===== src/rtl/pmst_pkg.sv =====
package pmst_pkg;

  localparam int MAX_NODES   = 64;
  localparam int WEIGHT_BITS = 20;

  // fixed field widths of the beats
  localparam int EDGE_FIELD_BITS = 20;
  localparam int VTX_FIELD_BITS  = 6;
  localparam int CFG_BITS        = 7;

  localparam int NODE_BITS = $clog2(MAX_NODES);
  localparam int CNT_BITS  = $clog2(MAX_NODES + 1);
  localparam int POS_BITS  = 2 * NODE_BITS;
  localparam int KEY_BITS  = WEIGHT_BITS + 1;
  localparam int PAR_BITS  = 7;

  localparam logic [PAR_BITS-1:0] PARENT_NONE = '1;
  localparam logic [KEY_BITS-1:0] KEY_INF     = {1'b1, {WEIGHT_BITS{1'b0}}};

  typedef struct packed {
    logic [EDGE_FIELD_BITS-1:0] edge_weight;
    logic                       last_entry;
  } pmst_in_t;

  typedef struct packed {
    logic [VTX_FIELD_BITS-1:0]  child_vertex;
    logic [VTX_FIELD_BITS-1:0]  parent_vertex;
    logic [EDGE_FIELD_BITS-1:0] tree_weight;
    logic                       unreached;
    logic                       last_edge;
  } pmst_out_t;

  // per-vertex entry of the vertex RAM
  typedef struct packed {
    logic                in_tree;
    logic [PAR_BITS-1:0] parent;
    logic [KEY_BITS-1:0] key;
  } pmst_vtx_t;

  // load address tracker status towards the sequencer
  typedef struct packed {
    logic                 busy;
    logic [CNT_BITS-1:0]  nodes;
    logic [NODE_BITS-1:0] row;
    logic [NODE_BITS-1:0] col;
  } pmst_load_t;

endpackage


===== src/rtl/pmst_load_addr.sv =====
module pmst_load_addr import pmst_pkg::*; (
  input  logic                clk,
  input  logic                rst,
  input  logic                cfg_we,
  input  logic [CFG_BITS-1:0] cfg_data,
  input  logic                step,
  input  logic                last,
  output pmst_load_t          load
);

  localparam int DIV_CNT_BITS = $clog2(POS_BITS);

  logic [CNT_BITS-1:0]     nodes;
  logic [POS_BITS-1:0]     pos;
  logic [NODE_BITS-1:0]    row;
  logic [NODE_BITS-1:0]    col;
  logic                    over;
  logic                    div_busy;
  logic [DIV_CNT_BITS-1:0] div_cnt;
  logic [POS_BITS-1:0]     dsh;
  logic [CNT_BITS-1:0]     rem;
  logic [POS_BITS-1:0]     quo;

  logic [CNT_BITS-1:0] nodes_cfg;
  logic [CNT_BITS-1:0] nodes_m1;
  logic [CNT_BITS:0]   remsh;
  logic                ge;
  logic [CNT_BITS-1:0] rem_new;
  logic [POS_BITS-1:0] quo_new;
  logic                div_done;
  logic                row_end;
  logic                col_end;
  logic [POS_BITS-1:0] pos_inc;

  always_comb begin
    if (cfg_data == '0) begin
      nodes_cfg = CNT_BITS'(1);
    end else if (cfg_data > CFG_BITS'(MAX_NODES)) begin
      nodes_cfg = CNT_BITS'(MAX_NODES);
    end else begin
      nodes_cfg = CNT_BITS'(cfg_data);
    end
  end

  // restoring divide of the load position by the vertex count, one bit a cycle
  assign remsh    = {rem, dsh[POS_BITS-1]};
  assign ge       = remsh >= (CNT_BITS + 1)'(nodes);
  assign rem_new  = ge ? CNT_BITS'(remsh - (CNT_BITS + 1)'(nodes)) : remsh[CNT_BITS-1:0];
  assign quo_new  = {quo[POS_BITS-2:0], ge};
  assign div_done = div_cnt == DIV_CNT_BITS'(POS_BITS - 1);

  assign nodes_m1 = nodes - CNT_BITS'(1);
  assign row_end  = CNT_BITS'(row) == nodes_m1;
  assign col_end  = CNT_BITS'(col) == nodes_m1;
  // a position left beyond the matrix counts from zero
  assign pos_inc  = (over ? '0 : pos) + POS_BITS'(1);

  always_ff @(posedge clk) begin
    if (rst) begin
      nodes    <= CNT_BITS'(MAX_NODES);
      pos      <= '0;
      row      <= '0;
      col      <= '0;
      over     <= 1'b0;
      div_busy <= 1'b0;
    end else if (cfg_we) begin
      nodes    <= nodes_cfg;
      div_busy <= 1'b1;
      div_cnt  <= '0;
      dsh      <= pos;
      rem      <= '0;
      quo      <= '0;
    end else if (div_busy) begin
      div_cnt <= div_cnt + DIV_CNT_BITS'(1);
      dsh     <= {dsh[POS_BITS-2:0], 1'b0};
      rem     <= rem_new;
      quo     <= quo_new;
      if (div_done) begin
        div_busy <= 1'b0;
        // pos itself is kept: a later, larger count may bring it back in range
        if (quo_new < POS_BITS'(nodes)) begin
          row  <= NODE_BITS'(quo_new);
          col  <= NODE_BITS'(rem_new);
          over <= 1'b0;
        end else begin
          row  <= '0;
          col  <= '0;
          over <= 1'b1;
        end
      end
    end else if (step) begin
      over <= 1'b0;
      if (last || (row_end && col_end)) begin
        pos <= '0;
        row <= '0;
        col <= '0;
      end else begin
        pos <= pos_inc;
        if (col_end) begin
          col <= '0;
          row <= row + NODE_BITS'(1);
        end else begin
          col <= col + NODE_BITS'(1);
        end
      end
    end
  end

  assign load.busy  = div_busy;
  assign load.nodes = nodes;
  assign load.row   = row;
  assign load.col   = col;

endmodule


===== config.mk =====
export PLATFORM = sky130hd
export DESIGN_NAME = pmst_load_addr
export DESIGN_NICKNAME = d
export VERILOG_FILES = /design/src/rtl/pmst_pkg.sv /design/src/rtl/pmst_load_addr.sv
export SDC_FILE = /design/constraint.sdc
export NUM_CORES = 1
export LEC_CHECK = 0
export BUFFER_PORTS_ARGS = -buffer_cell sky130_fd_sc_hd__buf_2
export CAP_MARGIN = 20
export CORE_MARGIN = 4
export CORE_UTILIZATION = 50
export CTS_BUF_LIST = sky130_fd_sc_hd__clkbuf_2
export DETAILED_ROUTE_END_ITERATION = 10
export GPL_TIMING_DRIVEN = 0
export PLACE_DENSITY = 0.74
export SLEW_MARGIN = 0
export SYNTH_ARGS = -nofsm -noshare
export SYNTH_HDL_FRONTEND = slang
export SYNTH_SLANG_ARGS = --single-unit

===== constraint.sdc =====
create_clock -name clk -period 4.15 [get_ports clk]
set_clock_uncertainty 0.15 [all_clocks]
set_input_delay 1.245 -clock clk [delete_from_list [all_inputs] [get_ports clk]]
set_output_delay 1.245 -clock clk [all_outputs]
set_load 0.03 [all_outputs]

Word-level counts from Yosys, hierarchy flattened:

Index checks and enable logic that the tools add are counted.

* register bits: 67
* bits of input ports: 12
* word-level logic and storage cells: 65

* add/sub/neg operators: 6
* magnitude comparators: 3
* equal/unequal tests: 4
* muxes and demuxes: 29
* bitwise operators: 3
* reduce and logical (&&, ||, !) cells: 10

Operators with widths (number)
* 6-bit 2-to-1 mux: 12
* 12-bit 2-to-1 mux: 4
* 7-bit 2-to-1 mux: 4
* 6-bit by 7-bit equality test with 1-bit output: 2
* 12-bit by 1-bit adder with 12-bit output (second input constant): 1
* 6-bit by 1-bit adder with 6-bit output (second input constant): 2
* 12-bit by 7-bit < comparator with 1-bit output: 1
* 11-bit 2-to-1 mux: 1
* 8-bit by 7-bit >= comparator with 1-bit output: 1
* 7-bit > comparator (second input constant): 1
* 7-bit zero test: 1
* 1-bit 2-to-1 mux: 7
* 7-bit by 1-bit subtractor with 7-bit output (second input constant): 1
* 7-bit subtractor: 1
* 3-bit AND reduction: 2
* 4-bit by 1-bit adder with 4-bit output (second input constant): 1
* 4-bit equality test (second input constant): 1
* 4-bit 2-to-1 mux: 1
* 4-bit AND reduction: 1
* 2-bit nonzero test: 2
* 1-bit inverter: 3
* 3-bit nonzero test: 1
* 2-bit by 1-bit != test with 1-bit output (second input constant): 1
* 2-bit AND reduction: 1
* 2 further kinds: 2

Longest topological paths before layout:

Gate-level depths: netlist of the first run.

* depth after elaboration: 7
* depth in mapped cells: 11

Worst setup path before layout of the first run:

No wires, ideal clock.

* path kind: input port to flip-flop
* from: in rst
* to: reg div_cnt[0] (enable)
* data arrival time: 3086 ps
* required time: 3575 ps
* path slack: 489 ps
* cell stages on the path: 3
* cell sequence: clkbuf_1 -> clkbuf_1 -> nor2_1

* longest elaborated chain between the ends: 2

RTL lines
* from (decl): line pmst_load_addr.sv:3 `input logic rst,`
* 1-bit inverter (no line)
* 2-bit AND reduction (no line)
* to (signal assigned): line pmst_load_addr.sv:74 `div_cnt <= div_cnt + DIV_CNT_BITS'(1);`
* to (decl): line pmst_load_addr.sv:19 `logic [DIV_CNT_BITS-1:0] div_cnt;`

No other way between the ends.
A chain may end at the register's enable or synchronous reset.

Worst setup path after layout of the first run:

* from: reg nodes[4]
* to: reg col[5]

* longest elaborated chain between the ends: 7
* elaborated cells between the ends (all ways): 15
* classes of those cells: add/sub (2); order compare (2); eq/ne (2); mux (7); reduce/logical (2)

RTL lines
* from (decl): line pmst_load_addr.sv:13 `logic [CNT_BITS-1:0] nodes;`
* from (signal assigned): line pmst_load_addr.sv:60 `nodes <= CNT_BITS'(MAX_NODES);`
* from (signal assigned): line pmst_load_addr.sv:67 `nodes <= nodes_cfg;`
* parallel branches: the longest is 6 deep, another holds 12-bit by 7-bit < comparator with 1-bit output
* 6-bit 2-to-1 mux (*): line pmst_load_addr.sv:73 `end else if (div_busy) begin`
* to (signal assigned): line pmst_load_addr.sv:83 `col <= NODE_BITS'(rem_new);`
* to (signal assigned): line pmst_load_addr.sv:103 `col <= col + NODE_BITS'(1);`
* to (decl): line pmst_load_addr.sv:16 `logic [NODE_BITS-1:0] col;`

Every way passes the cells marked *. The select of a mux whose other input is x is not followed.

==> results.ini, run 1 <==
[layout]
layout_commonest_cell=edfxtp_1
area_growth_pct=9.95
insertedDiodeCount=0
drive_gt1_frac=0.197
num-nets-final=478
mostFrequentLayoutCells=edfxtp_1 (34), nor2_1 (33), dfxtp_1 (33), nand2_1 (32), buf_2 (32)
utilization=0.566
fin_area_um2=4400

[critical_path]
cp-end-kind=flip-flop
cp_top_family=compound AO/OA/AOI/OAI gates
path_cells=clkbuf_1 > inv_1 > ha_1 > a21o_1 > a211oi_1 > nand4_1 > a211oi_2 > o21ai_0 > a211oi_1
cp_num_buf_inv=2
cp.required_ns=4.43
cp-start-kind=flip-flop
arrival_ns=4.11
crit_type=flip-flop to flip-flop
ff2ff_setup_slack_ns=0.32
cpMaxStageDelayCell=a211oi_2
startpoint=nodes[4]
crit_top_cell=a211oi_1
cpPeakStageDelay_ns=0.77
rr_startpoint=nodes[4]
cp_max_fo=10

[clocking]
htree_levels=3
clock_path_buffers=2
path_clk_slew_ns=0.20
clock_latency_ns=0.50
clock_sinks=67
cts_tree=yes
cts-root-buf=clkbuf_2
cts_made_buffers=9
postCtsSetupBuffers=0
cts_hold_buf=0
cts_resized=0

[die]
die_x_um=97.4
rows=32
ios=32
die_area_um2=9500
core_um2=7770
die_h_um=97.4
start_util=0.515

[detailed_routing]
num_vias=3187
drt-pass1-iter-count=5
ant_nets=0
wl_per_cell_um=17.2
vias_per_cell=5.75
drc_errors=0
drt_wl_total_mm=9.53
drtIter0Drc=219

[timing]
drv_slew=0
timing.final.crit_share=0.924
rsz0062_at_grt=no
setup_ws_ns=0.316
fin_crit_ns=3.83
slew_headroom=0.359
worst_slew_pin_slew_ns=0.959
hold_violations=0
fin_hold_ws_ns=0.344
final-setup-viol-count=0
timing.fmax_ghz=0.261

[synthesis]
ys_seq_elements=67
ys_seq_area_frac=0.420
netlist_area_um2=4000
synth_edf_count=34
ys.warnings.count=0
syn-instance-count=406
synth_flop_cell=edfxtp_1
mappedNetlistNets=437
synth.distinct_cells=68
syn_avg_cell_area_um2=9.85
async_reset_ff_frac=0

[power_and_ir_drop]
p_clk_frac=0.272
p_per_area_nw_per_um2=326
p_comb_frac=0.195
sequentialPowerShare=0.534
netSwitchingFraction=0.305
p_int_w=0.000996
netSwitchingPower_w=0.000436
p_leak_nw=1.67
ir_worst_vdd_mv=0.156

[global_route]
grt-ovfl-total=0
grt_pass1_wl_mm=15.7
gr-usage-all-layers=0.207
antenna_found_initial=0
grt_max_degree=35
grt_pass1_vias=3152

[placement]
post_dp_cell_area_um2=4290
portBuffers=30
dp_hpwl_mm=7.04
preCtsSetupSlack_ns=0.513
gp_congestion=0.882

[flow_run]
max_cap_violations=0

[status]
status=complete, no violations

[hold_path]
min_path_type=flip-flop to flip-flop
worstHoldStart=pos[1]

final timing paths:
path                               end  cells past startpoint
worst min-delay path            pos[1]                      2
worst max register to register  col[5]                      9
worst min register to register  pos[1]                      2
worst max-delay path            col[5]                      9
power groups by stage:
stage	clock network [W]	registers, W	logic, W
after floorplan	0	0.000786	0.000194
after global placement	0	0.000778	0.000269
after detailed placement	0	0.000778	0.000276
after CTS	0.000397	0.000764	0.000277
after global routing	0.000426	0.000769	0.000308
final	0.000389	0.000764	0.000279
area by class of cell:
type                            instances  area (um^2)
Buffer                                 20          101
Clock buffer                           12         60.1
Clock inverter                          4         52.6
Fill cell                             695         3370
Inverter                               16         60.1
Multi-Input combinational cell        303         2160
Sequential cell                        67         1680
Tap cell                              102          128
Timing Repair Buffer                   30          150
cells in the mapped netlist (all sizes together) (7+ instances only):
cell type	n	share of area
nor2	38	0.038
edfxtp	34	0.26
dfxtp	33	0.17
nand2	32	0.030
nor2b	22	0.034
ha	18	0.056
a21oi	17	0.022
inv	16	0.015
nand3	16	0.020
clkbuf	13	0.012
nor3	12	0.016
o21ai	12	0.015
a211oi	11	0.031
mux2	11	0.031
xnor2	11	0.024
xor2	11	0.024
buf	7	0.013
nor4	7	0.016
routing by layer:
| metal | up-vias | wire, um | GRT usage |
|---|---|---|---|
| met4 | 0 | 110 | 0.0820 |
| li1 | 1568 | - | - |
| met3 | 10 | 687 | 0.0424 |
| met2 | 93 | 4290 | 0.316 |
| met1 | 1516 | 4430 | 0.288 |
| met5 | - | 0 | 0 |
stage by stage:
step	instances	setup TNS (ns)	power, W
2_1_floorplan	406	0	0.000980
3_3_place_gp	538	-12.08	0.00105
3_5_place_dp	538	0	0.00105
4_1_cts	554	0	0.00144
5_1_grt	554	0	0.00150
6_report	554	0	0.00143
worst reg2reg max path, cell delays in order (launching register included):
cell and delay [ns]:
dfxtp_1 0.40, clkbuf_1 0.36, inv_1 0.19, ha_1 0.31, a21o_1 0.17, a211oi_1 0.54
nand4_1 0.25, a211oi_2 0.77, o21ai_0 0.38, a211oi_1 0.27
sequential cells by signal, summed over array words and instances (netlist names):
signal and count:
dsh 12, pos 12, quo 11, nodes 7, rem 7, col 6, row 6, div_cnt 4
div_busy 1, over 1
kinds of logic (layout without fill, tap and decap cells):
kind of cell             after synthesis  in the layout  share of synthesized area
AO/OA/AOI/OAI                         83             83                      0.157
multiplexers                          14             14                     0.0385
flip-flops                            67             67                      0.420
buffers and inverters                 36             82                     0.0404
adder cells (fa/ha/maj)               19             19                     0.0613
XOR/XNOR                              24             24                     0.0604
AND/OR/NAND/NOR                      163            163                      0.222
Note: power is estimated with default switching activity, not from simulation.
==> run 2: changes to the inputs <==
Settings changed: MAX_ROUTING_LAYER set to met4.
==> run 2 against run 1 <==
  * Global-route usage increased by 0.55 points
  * Count of clock-buffer cells in the layout unchanged
  * Largest power group unchanged
  * Sequential share of layout area stayed put
  * Via count is 0.44% higher
  * Largest cell class unchanged
  * Clock power barely moved
  * Setup slack improved by 0.046 ns
  * Hold slack is essentially flat
  * Critical path depth unchanged
==> results.ini, run 2 (synthesis gave the netlist of run 1 again) <==
[detailed_routing]
vias_per_cell=5.78
drc_errors=0
drt-pass1-iter-count=4
wl_per_cell_um=17.2
drt_wl_total_mm=9.51
drtIter0Drc=187
ant_nets=0
num_vias=3201

[placement]
dp_hpwl_mm=7.04
portBuffers=30
post_dp_cell_area_um2=4290
preCtsSetupSlack_ns=0.513
dpl.cell_count=538
gp_congestion=0.897

[clocking]
clock_latency_ns=0.52
cts_resized=0
postCtsSetupBuffers=0
cts-root-buf=clkbuf_2
clock_path_buffers=2
htree_levels=3
cts_hold_buf=0
clock_sinks=67
cts_tree=yes
cts_made_buffers=9
path_clk_slew_ns=0.19

[timing]
slew_headroom=0.358
drv_slew=0
setup_tns_ns=0
rsz0062_at_grt=no
fin_crit_ns=3.79
final-setup-viol-count=0
worst_slew_pin_slew_ns=0.960
timing.final.crit_share=0.913
timing.fmax_ghz=0.264
setup_ws_ns=0.361
hold_violations=0

[critical_path]
cp-start-kind=flip-flop
arrival_ns=4.09
cp_max_fo=10
reg2reg_depth=9
cp-end-kind=flip-flop
cp.required_ns=4.45
ff2ff_setup_slack_ns=0.36
crit_type=flip-flop to flip-flop

[layout]
num-nets-final=478
mostFrequentLayoutCells=edfxtp_1 (34), nor2_1 (33), dfxtp_1 (33), nand2_1 (32), buf_2 (32)
layout_commonest_cell=edfxtp_1
drive_gt1_frac=0.197
final_cells=554
area_growth_pct=9.95
fill_cells=695
insertedDiodeCount=0
fin_area_um2=4400
reg_top3=dsh (12), pos (12), quo (11)

[hold_path]
min_path_type=flip-flop to flip-flop
whs_path_depth=2

[die]
ios=32
rows=32
die_h_um=97.4
die_area_um2=9500
core_um2=7770
die_x_um=97.4
start_util=0.515

[global_route]
antenna_found_initial=0
grt_pass1_wl_mm=15.7
grt-ovfl-total=0
grt_max_degree=35
grt_pass1_vias=3153
gr-usage-all-layers=0.212

[flow_run]
max_cap_violations=0

[status]
status=complete, no violations

[power_and_ir_drop]
ir_worst_vdd_mv=0.156
p_leak_nw=1.67
p_per_area_nw_per_um2=326

run 2: cell counts in the layout (fill, tap and decap cells not counted):
No cell type changed its count.
run 2: final timing paths:
check	endpoint	from
worst min register to register	pos[1]	pos[1]
worst max-delay path	col[5]	nodes[4]
worst max register to register	col[5]	nodes[4]
worst min-delay path	pos[1]	pos[1]
run 2: power breakdown:
group          internal [W]  total, W  switching, W
Clock              0.000148  0.000391      0.000243
Combinational      0.000113  0.000278      0.000166
Sequential         0.000735  0.000764     0.0000291
Total              0.000996   0.00143      0.000438
run 2: critical path: stages (launching register included):
cell	delay, ns
dfxtp_1	0.40
clkbuf_1	0.35
inv_1	0.19
ha_1	0.31
a21o_1	0.17
a211oi_1	0.53
nand4_1	0.25
a211oi_2	0.75
o21ai_0	0.36
a211oi_1	0.26
run 2: area by class of cell:
type                            instances  area, um^2  area share
Clock inverter                          4        52.6      0.0119
Timing Repair Buffer                   30         150      0.0341
Buffer                                 20         101      0.0230
Multi-Input combinational cell        303        2160       0.492
Tap cell                              102         128      0.0290
Inverter                               16        60.1      0.0137
Sequential cell                        67        1680       0.382
Clock buffer                           12        60.1      0.0137
run 2: routing by layer:
layer / up-vias / share of wire / track usage
met5: - / 0 / -
met4: 0 / 0.019 / 0.0788
met3: 14 / 0.074 / 0.0438
met2: 108 / 0.45 / 0.317
met1: 1512 / 0.46 / 0.286
li1: 1567 / - / -
run 2: metrics by stage:
| step | util | power, W | hold WS (ns) |
|---|---|---|---|
| floorplan | - | 0.000980 | 0.300 |
| global placement | 0.551 | 0.00105 | 0.325 |
| detailed placement | 0.552 | 0.00105 | 0.328 |
| CTS | 0.566 | 0.00144 | 0.352 |
| global route | 0.566 | 0.00150 | 0.419 |
| finish | 0.566 | 0.00143 | 0.344 |
