## src/rtl/pmst_ram.sv

```systemverilog
module pmst_ram #(
  parameter int ADDR_W = 6,
  parameter int DATA_W = 8
) (
  input  logic              clk,
  input  logic              we,
  input  logic [ADDR_W-1:0] waddr,
  input  logic [DATA_W-1:0] wdata,
  input  logic [ADDR_W-1:0] raddr,
  output logic [DATA_W-1:0] rdata
);

  logic [DATA_W-1:0] mem [1 << ADDR_W];

  always_ff @(posedge clk) begin
    if (we) begin
      mem[waddr] <= wdata;
    end
  end

  always_ff @(posedge clk) begin
    rdata <= mem[raddr];
  end

endmodule

```

## config.mk

```make
export PLATFORM = sky130hd
export DESIGN_NAME = pmst_ram
export DESIGN_NICKNAME = d
export VERILOG_FILES = /design/src/rtl/pmst_ram.sv
export SDC_FILE = /design/constraint.sdc
export NUM_CORES = 1
export LEC_CHECK = 0
export BUFFER_PORTS_ARGS = -buffer_cell sky130_fd_sc_hd__buf_2
export CORE_ASPECT_RATIO = 0.5
export CORE_MARGIN = 5
export CORE_UTILIZATION = 39
export CTS_BUF_LIST = sky130_fd_sc_hd__clkbuf_4 sky130_fd_sc_hd__clkbuf_8 sky130_fd_sc_hd__clkbuf_16
export CTS_CLUSTER_SIZE = 12
export DETAILED_ROUTE_END_ITERATION = 12
export PLACE_DENSITY = 0.6
export SYNTH_ARGS = -nofsm -noshare
export SYNTH_HDL_FRONTEND = slang
export SYNTH_SLANG_ARGS = --single-unit
```

## constraint.sdc

```tcl
create_clock -name clk -period 2.4 [get_ports clk]
set_input_delay 0.24 -clock clk [delete_from_list [all_inputs] [get_ports clk]]
set_output_delay 0.24 -clock clk [all_outputs]
set_load 0.05 [all_outputs]
```

# Word-level counts from Yosys, hierarchy flattened
# Memory sizes are Yosys's and may differ from the RTL's. A register that Yosys moved wholly into a read port is not among the register bits.
# Index checks and enable logic that the tools add are counted.
# Widths: inputs -> output; s select.
word_totals:
  mem_bits_rw: 512
  output_inout_bits: 8
  elab_cells: 3
  register_bits: 0
  mem_count: 1
memory_table:
  columns: ["name", "words", "word_bits", "read_ports", "rd_clocked_by_memory_dff", "wr", "line", "rtl"]
  rows:
  - ["mem", 64, 8, 1, 1, 1, "13", "logic [DATA_W-1:0] mem [1 << ADDR_W];"]
op_classes:
  n_mux: 2
op_table:
  columns: ["cell", "n"]
  rows:
  - ["$mux 1", 2]

# Logic depth before layout (Yosys ltp)
# Gate-level depths: netlist of the first run.
depth:
  word_depth: 2
  ltp_mapped: 9
  depth_no_buf: 5

# Least setup slack after synthesis of the first run
# No wires, ideal clock.
synth_path:
  path_kind: "input-to-reg"
  start: "in raddr[1]"
  end: "reg rdata[3] (read register of mem)"
  t_arrival_ns: 1.780
  cell_stages: 7
  slack_ns: 0.492
  path_cell_list: "buf_4 buf_2 buf_2 mux4_2 mux4_2 o21ai_1 o41ai_1"
synth_lines:
  columns: ["element", "line", "rtl"]
  rows:
  - ["start: declaration", "9", "input logic [ADDR_W-1:0] raddr,"]
  - ["end: declaration", "10", "output logic [DATA_W-1:0] rdata"]

==> results of run 1 <==
-- layout make-up --
type	count	area [sq um]	share of cell area, %
Sequential cell	520	15530	65.98
Timing Repair Buffer	162	1220	5.181
Clock inverter	3	40.04	0.1700
Clock buffer	85	1573	6.679
Tap cell	690	863.3	3.667
Multi-Input combinational cell	369	4315	18.33
-- critical path, delay by kind of cell, from the launching register on --
kind	cells	cell delay [ps]
and+or+nand+nor	1	240
DFF	1	360
AOI/OAI and AO/OA	2	390
muxes	2	760
buffers and inverters	1	160
-- sequential cells by signal, indices dropped and copies added (netlist names) --
name	flops
rdata	8
mem	512
-- layout by cell type (no fill, tap or decap), types with 4 or more instances in the layout --
cell	count
nor2_1	83
buf_4	130
a221oi_1	6
clkbuf_4	31
buf_12	5
nand3_1	13
nor3_1	7
mux2_2	13
o221ai_1	8
a211oi_1	4
clkbuf_16	53
edfxtp_1	512
mux2i_1	23
nand2_1	19
dfxtp_1	8
mux4_2	126
nand2b_1	7
o22ai_1	8
buf_2	26
nor2b_1	14
-- final timing paths --
check	startpoint	end	slack [ps]	cells past startpoint
max	mem[28][6]	rdata[6]	370	6
min	wdata[5]	mem[0][5]	60	1
max reg2reg	mem[28][6]	rdata[6]	370	6
min reg2reg	mem[31][4]	rdata[4]	850	3
-- layer usage --
metal | routed length, microns | global-route usage [%] | up-vias
li1 | - | - | 4262
met1 | 19840 | 22.02 | 5243
met2 | 22670 | 27.63 | 308
met3 | 2634 | 2.604 | 43
met4 | 588 | 3.082 | 0
met5 | 0 | 0 | -
-- cell families (layout without fill, tap and decap cells) --
group,after synthesis,in the layout,share of synthesized area [%]
AOI/OAI and AO/OA,54,54,2.072
muxes,162,162,15.94
buffers and inverters,51,250,1.570
DFF,520,520,77.03
and+or+nand+nor,153,153,3.387
-- power groups by stage --
| stage | combinational [mW] | sequential [mW] | clock (mW) |
|---|---|---|---|
| after global placement | 1.04 | 10.3 | 0 |
| after detailed placement | 1.06 | 10.3 | 0 |
| final | 1.05 | 10.1 | 7.65 |
| after floorplan | 0.536 | 10.3 | 0 |
| after CTS | 1.06 | 10.1 | 7.81 |
| after global routing | 1.12 | 10.1 | 8.22 |
-- through the flow --
step                      hold slack, ps  power, mW  std cells  cell area [sq um]
after CTS                          45.31      18.95       1829              23550
after floorplan                    338.9      10.86        940              20170
after detailed placement           645.1      11.34       1741              21930
final                              61.09      18.78       1829              23550
after global routing               60.07      19.42       1829              23550
after global placement             631.1      11.31       1741              21930
==> results.json, run 1 <==
{
  "synth-async-reset-ratio_pct": 0,
  "rsz0062_at_grt": "false",
  "seqPwrFrac_pct": 53.7,
  "nets": 1125,
  "power_switching_mw": 3.778,
  "io_buffers": 29,
  "via_per_inst": 5.389,
  "cp_slowest_cell": "mux4_2",
  "remaining_drc_errors": 0,
  "pwr-share-comb_pct": 5.6,
  "drt_wl_total_microns": 45740,
  "grt_max_degree": 65,
  "cp-start-kind": "flop",
  "drt_pass1_iterations": 5,
  "outcome": "completed",
  "ys_ff_latch": 520,
  "drive_gt1_share_pct": 34.33,
  "clockPowerShare_pct": 40.7,
  "initial_core_util_pct": 39.81,
  "yosysSeqAreaShare_pct": 77.03,
  "clock-skew-final_ps": 8.386,
  "end_kind": "flop",
  "ios": 30,
  "cts_buffers": 50,
  "fin_crit_ps": 2034,
  "synth_cell_type_count": 40,
  "slowest_delay_ps": 480,
  "path_clk_slew_ps": 60,
  "core-area_sq_mm": 0.05065,
  "hpwlAfterDp_microns": 29520,
  "hp-class": "input pin to flop",
  "p_int_mw": 15.00,
  "cts.sink_count": 520,
  "fmax_mhz": 491.7,
  "rows": 58,
  "clock_latency_ps": 560,
  "required_ps": 2840,
  "p_leak_nw": 7.601,
  "p_sw_share_pct": 20.12,
  "place_congestion": 0.8285,
  "drtIter0Drc": 1007,
  "drv_slew": 0,
  "synth_nets": 962,
  "dieHeight_microns": 170.8,
  "grt_pass1_vias": 10240,
  "syn_area_per_cell_sq_um": 21.45,
  "clockRootBuffer": "clkbuf_16",
  "synth_top_area_share_pct": 76.24,
  "dp_slack_ps": -28.64,
  "grt_remaining_overflow": 0,
  "post_cts_resized": 0,
  "worstMarginPinSlew_ps": 918.1,
  "cap_violations": 0,
  "antenna_found_initial": 0,
  "hold_buffers": 0,
  "clock_path_buffers": 3,
  "maxSlewHeadroom_pct": 38.79,
  "post-route-period-util_pct": 84.74,
  "critical_path_peak_fanout": 1,
  "final.setup.worst_slack_ps": 366.3,
  "synth.most_common_cell": "edfxtp_1",
  "nFillCells": 4219,
  "synth_edf_count": 512,
  "antenna_cells": 0,
  "fin_setup_tns_ps": 0,
  "cts_tree": "done",
  "grt_usage_pct": 16.00,
  "cts_setup_buffers": 0,
  "yosys.area.top_type": "edfxtp_1",
  "power_density_mw_per_mm2": 797.7,
  "synth_common_cells": "512 x edfxtp_1, 126 x mux4_2, 83 x nor2_1, 23 x mux2i_1, 19 x nand2_1",
  "die_x_microns": 331.6,
  "areaGrowthSynthToFinish_pct": 16.76,
  "synth.area.top_cells": "edfxtp_1 76%, mux4_2 14%, nor2_1 1.5%",
  "antenna_left": 0,
  "ir_worst_vdd_mv": 0.4511,
  "synthesis.area_sq_mm": 0.02017,
  "synth_flop_cell": "edfxtp_1",
  "setup_viol": 0,
  "vias": 9856,
  "grt_pass1_wl_microns": 67390,
  "arrival_ps": 2470,
  "path_class": "flop to flop",
  "ys_warn_count": 0,
  "cts_htree_levels": 2,
  "synth_cells": 940,
  "crit_chain": "mux4_2 -> mux2_2 -> o221a_2 -> nor3_1 -> buf_4 -> o32ai_1",
  "wl_per_cell_microns": 25.01,
  "design.die.area_sq_mm": 0.05663,
  "hold_viol_final": 0,
  "utilization_pct": 46.49
}
Power figures use the tool's default switching activity.
==> run 2, diff against run 1 <==
Settings changed: PLACE_DENSITY 0.6 to 0.62.
Clock period 2.4 ns to 1.8 ns, I/O delays scaled along.
==> run 2 against run 1 <==
Against the previous run:
- via count increased by 0.58%
- the run now ends with setup timing left
- maximum frequency increased by 4.1%
- cell count increased by 0.11%
- global-route usage fell by 0.19 points
- core utilization is 0.39 points higher
- setup slack worse by 520 ps
- die area stayed put
- hold slack better by 63 ps
- register-to-register slack got worse by 520 ps
- critical endpoint unchanged
- final area increased by 0.83%
- clock power up 31%
- sequential share of layout area decreased by 0.55 points
==> results.json, run 2 (synthesized netlist as in run 1, its figures left out) <==
{
  "outcome": "complete, but fails checks",
  "violations": "setup timing",
  "slowest_delay_ps": 490,
  "design.die.area_sq_mm": 0.05663,
  "grt_pass1_vias": 10120,
  "fin_area_sq_mm": 0.02374,
  "rsz0062_at_grt": "true",
  "grt_remaining_overflow": 0,
  "hp-class": "input pin to flop",
  "via_per_inst": 5.414,
  "end_kind": "flop",
  "clockRootBuffer": "clkbuf_16",
  "dieHeight_microns": 170.8,
  "maxSlewHeadroom_pct": 18.25,
  "path_clk_slew_ps": 60,
  "setup_viol": 5,
  "whs_ps": 123.9,
  "power_density_mw_per_mm2": 1050,
  "antenna_left": 0,
  "crit_chain": "mux4_2 -> mux2_4 -> o221a_4 -> nor3_4 -> buf_6 -> o32ai_2",
  "grt_max_degree": 65,
  "fin_crit_ps": 1954,
  "drtIter0Drc": 974,
  "final_cell_mix": "512 x edfxtp_1, 132 x buf_4, 126 x mux4_2, 81 x nor2_1, 53 x clkbuf_16",
  "rows": 58,
  "hold_viol_final": 0,
  "clock-skew-final_ps": 12.50,
  "initial_core_util_pct": 39.81,
  "path_class": "flop to flop",
  "cts_buffers": 50,
  "remaining_drc_errors": 0,
  "cts.sink_count": 520,
  "grt_pass1_wl_microns": 67120,
  "critical_path_peak_fanout": 1,
  "multi_input_area_sq_mm": 0.004437,
  "io_buffers": 29,
  "nFillCells": 4247,
  "clock_latency_ps": 560,
  "drive_gt1_share_pct": 35.50,
  "die_x_microns": 331.6,
  "post-route-period-util_pct": 108.6,
  "areaGrowthSynthToFinish_pct": 17.73,
  "core-area_sq_mm": 0.05065,
  "placed_area_sq_mm": 0.02206,
  "largest_registers": "mem x512, rdata x8",
  "nets": 1133,
  "critPathBufInv": 1,
  "cap_violations": 0,
  "hpwlAfterDp_microns": 28710,
  "antenna_found_initial": 0,
  "critPathTopFamily": "multiplexers",
  "p_leak_nw": 7.671,
  "cts_htree_levels": 2,
  "cp_slowest_cell": "mux4_2",
  "clock_path_buffers": 3,
  "antenna_cells": 0,
  "arrival_ps": 2390,
  "drt_pass1_iterations": 5,
  "place_congestion": 0.8429,
  "top_register": "mem",
  "fmax_mhz": 511.7,
  "cts_setup_buffers": 0,
  "ios": 30,
  "cp-start-kind": "flop",
  "cts_tree": "done",
  "vias": 9913,
  "final_common_cell": "edfxtp_1",
  "largest_reg_flops": 512,
  "required_ps": 2230,
  "drv_slew": 0,
  "worstMarginPinSlew_ps": 1226,
  "ir_worst_vdd_mv": 0.5545,
  "final.setup.worst_slack_ps": -154.1,
  "grt_usage_pct": 15.81,
  "register_area_sq_mm": 0.01553,
  "wl_per_cell_microns": 24.52,
  "dp_slack_ps": -490.8,
  "drt_wl_total_microns": 44900,
  "hold_buffers": 0
}
[run 2: layer usage]
layer | vias to the layer above | GRT usage, % | wire length [microns]
met1 | 5293 | 22.77 | 19910
met4 | 0 | 3.784 | 866
met3 | 56 | 2.321 | 2489
met2 | 307 | 25.97 | 21630
met5 | - | 0 | 0
li1 | 4257 | - | -
[run 2: cell type report]
type / instances / share of cell area [%]
well taps: 690 / 3.636
clock inverters: 4 / 0.1739
multi-input cells: 369 / 18.69
repair buffers: 170 / 5.670
flip-flops and latches: 520 / 65.43
clock buffers: 78 / 6.403
[run 2: power breakdown]
| group | internal (mW) | switching (mW) |
|---|---|---|
| sequential | 13.4 | 0.0413 |
| clock | 5.90 | 4.12 |
| combinational | 0.582 | 0.874 |
| total | 19.9 | 5.04 |
[run 2: timing repair]
action / 4_1_cts / 5_1_grt
resized for setup: 20 / 7
setup endpoints to repair: 7 / 8
pin swaps: 7 / 2
[run 2: through the flow]
step	cells	utilization [%]	TNS, ps	power, mW
3_3_place_gp	1749	43.54	-3284	15.10
5_1_grt	1831	46.87	-655.0	25.80
6_report	1831	46.87	-361.1	24.93
3_5_place_dp	1749	43.54	-3445	15.13
2_1_floorplan	940	-	0	14.48
4_1_cts	1831	46.82	-379.6	25.14
[run 2: final timing paths]
| kind | slack, ps | cells past startpoint | end | start |
|---|---|---|---|---|
| worst max-delay path | -150 | 6 | rdata[6] | mem[20][6] |
| worst min-delay path | 120 | 1 | mem[62][7] | wdata[7] |
| worst min register to register | 850 | 4 | rdata[2] | mem[22][2] |
| worst max register to register | -150 | 6 | rdata[6] | mem[20][6] |
==> run 3, diff against run 2 <==
Settings changed: BUFFER_PORTS_ARGS -buffer_cell sky130_fd_sc_hd__buf_2 to default, DONT_BUFFER_PORTS from default to 1, PLACE_DENSITY 0.62 to 0.61.
==> run 3 against run 2 <==
Against the previous run:
- the run ends with hold timing, setup timing left
- global-route usage shrank 0.21 points
- non-clock buffer count shrank 62
- sequential share of layout area grew 0.74 points
- register-to-register slack gained 97 ps
- cell count shrank 3.2%
- maximum frequency grew 5.2%
- combinational power shrank 29%
- core utilization shrank 0.52 points
- sequential power is essentially flat
- final area shrank 1.1%
- via count shrank 2.3%
- die area is the same
- highest routed layer unchanged
==> results.json, run 3 (synthesized netlist as in run 1, its figures left out) <==
{
  "outcome": "complete, but fails checks",
  "violations": "hold timing, setup timing",
  "crit_start": "mem[24][4]",
  "clock_latency_ps": 560,
  "power_density_mw_per_mm2": 1049,
  "vias": 9687,
  "grt_max_degree": 138,
  "drive_gt1_share_pct": 31.49,
  "final_cell_mix": "512 x edfxtp_1, 126 x mux4_2, 87 x buf_4, 79 x nor2_1, 53 x clkbuf_16",
  "via_per_inst": 5.464,
  "dieHeight_microns": 170.8,
  "ir_worst_vdd_mv": 0.4553,
  "largest_reg_flops": 512,
  "areaGrowthSynthToFinish_pct": 16.42,
  "cts_buffers": 50,
  "power_mw": 24.63,
  "maxSlewHeadroom_pct": 54.34,
  "io_buffers": 0,
  "end_kind": "flop",
  "fmax_mhz": 538.4,
  "wl_per_cell_microns": 25.04,
  "r2r_setup_slack_ps": -60,
  "rsz0062_at_grt": "true",
  "antenna_left": 0,
  "top_register": "mem",
  "cts.sink_count": 520,
  "hold_buffers": 19,
  "design.die.area_sq_mm": 0.05663,
  "whs_ps": -248.5,
  "required_ps": 2240,
  "largest_registers": "mem x512, rdata x8",
  "grt_pass1_wl_microns": 66380,
  "clock_path_buffers": 3,
  "critical_path_peak_fanout": 1,
  "clock-skew-final_ps": 12.45,
  "drt_pass1_iterations": 6,
  "cts_htree_levels": 2,
  "cap_violations": 0,
  "worstMarginPinSlew_ps": 684.0,
  "nets": 1071,
  "drv_slew": 0,
  "die_x_microns": 331.6,
  "setup_viol": 3,
  "ios": 30,
  "path_clk_slew_ps": 60,
  "p_leak_nw": 7.441,
  "place_congestion": 0.7596,
  "worstHoldStart": "raddr[5]",
  "hp-class": "input pin to flop",
  "final.setup.worst_slack_ps": -57.26,
  "final_common_cell": "edfxtp_1",
  "fin_setup_tns_ps": -107.8,
  "clockRootBuffer": "clkbuf_16",
  "post-route-period-util_pct": 103.2,
  "hold_viol_final": 8,
  "antenna_cells": 0,
  "grt_usage_pct": 15.60,
  "arrival_ps": 2290,
  "drt_wl_total_microns": 44390,
  "path_class": "flop to flop",
  "grt_pass1_vias": 9942,
  "antenna_found_initial": 0,
  "remaining_drc_errors": 0,
  "cp-start-kind": "flop",
  "fin_crit_ps": 1857,
  "core-area_sq_mm": 0.05065,
  "initial_core_util_pct": 39.81,
  "hpwlAfterDp_microns": 25730,
  "grt_remaining_overflow": 0,
  "cts_tree": "done",
  "rows": 58,
  "rr_startpoint": "mem[24][4]",
  "drtIter0Drc": 845
}
run 3: cell types whose count changed in the layout (fill, tap and decap cells not counted), sizes merged:
cell,delta
clkinv,-1
clkbuf,+5
buf,-72
dlygate4sd3,+11
bufinv,-1
run 3: through the flow:
step           setup slack, ps  std cells  util [%]  hold WS (ps)  instance area [sq um]
2_1_floorplan            12.08        940         -         278.9                  20170
3_5_place_dp            -295.1       1668     42.21         283.2                  21380
5_1_grt                 -104.5       1773     46.35        -273.3                  23480
3_3_place_gp            -304.8       1668     42.21         283.4                  21380
6_report                -57.26       1773     46.35        -248.5                  23480
4_1_cts                 -41.75       1773     46.26        -285.4                  23430
run 3: where the power goes:
| part | leakage, nW | internal (mW) | total [mW] | switching, mW |
|---|---|---|---|---|
| registers | 4.67 | 13.4 | 13.5 | 0.130 |
| clock network | 0.807 | 5.93 | 10.1 | 4.14 |
| logic | 1.96 | 0.514 | 1.03 | 0.514 |
run 3: final timing paths:
kind                                  to  cells after the start
worst max register to register  rdata[4]                      5
worst max-delay path            rdata[4]                      5
worst min register to register  rdata[4]                      3
worst min-delay path            rdata[4]                      1
run 3: worst max-delay path: stages (launching register included):
cell and delay (ps):
edfxtp_1 370, mux4_2 480, mux2_4 280, o221a_4 270, nor3_4 200, o32ai_2 130
run 3: timing repair:
action | in CTS | in global routing
endpoints found under the hold margin | 536 | 8
gates cloned | 0 | 0
buffers inserted | 0 | 0
gates resized for setup | 25 | 10
pin swaps | 5 | 4
endpoints found under the setup margin | 8 | 8
run 3: layout make-up:
class	instances	area [sq um]
Sequential cell	520	15530
Clock buffer	84	1578
Timing Repair Buffer	108	1006
Clock inverter	2	7.507
Tap cell	690	863.3
Fill cell	4263	27180
Multi-Input combinational cell	369	4488
run 3: per-layer routing:
metal | up-vias | part of all wire, % | global-route usage (%)
li1 | 4133 | - | -
met1 | 5179 | 43 | 21.98
met2 | 299 | 49 | 26.00
met3 | 76 | 5.6 | 2.479
met4 | 0 | 2.0 | 3.784
met5 | - | 0 | 0
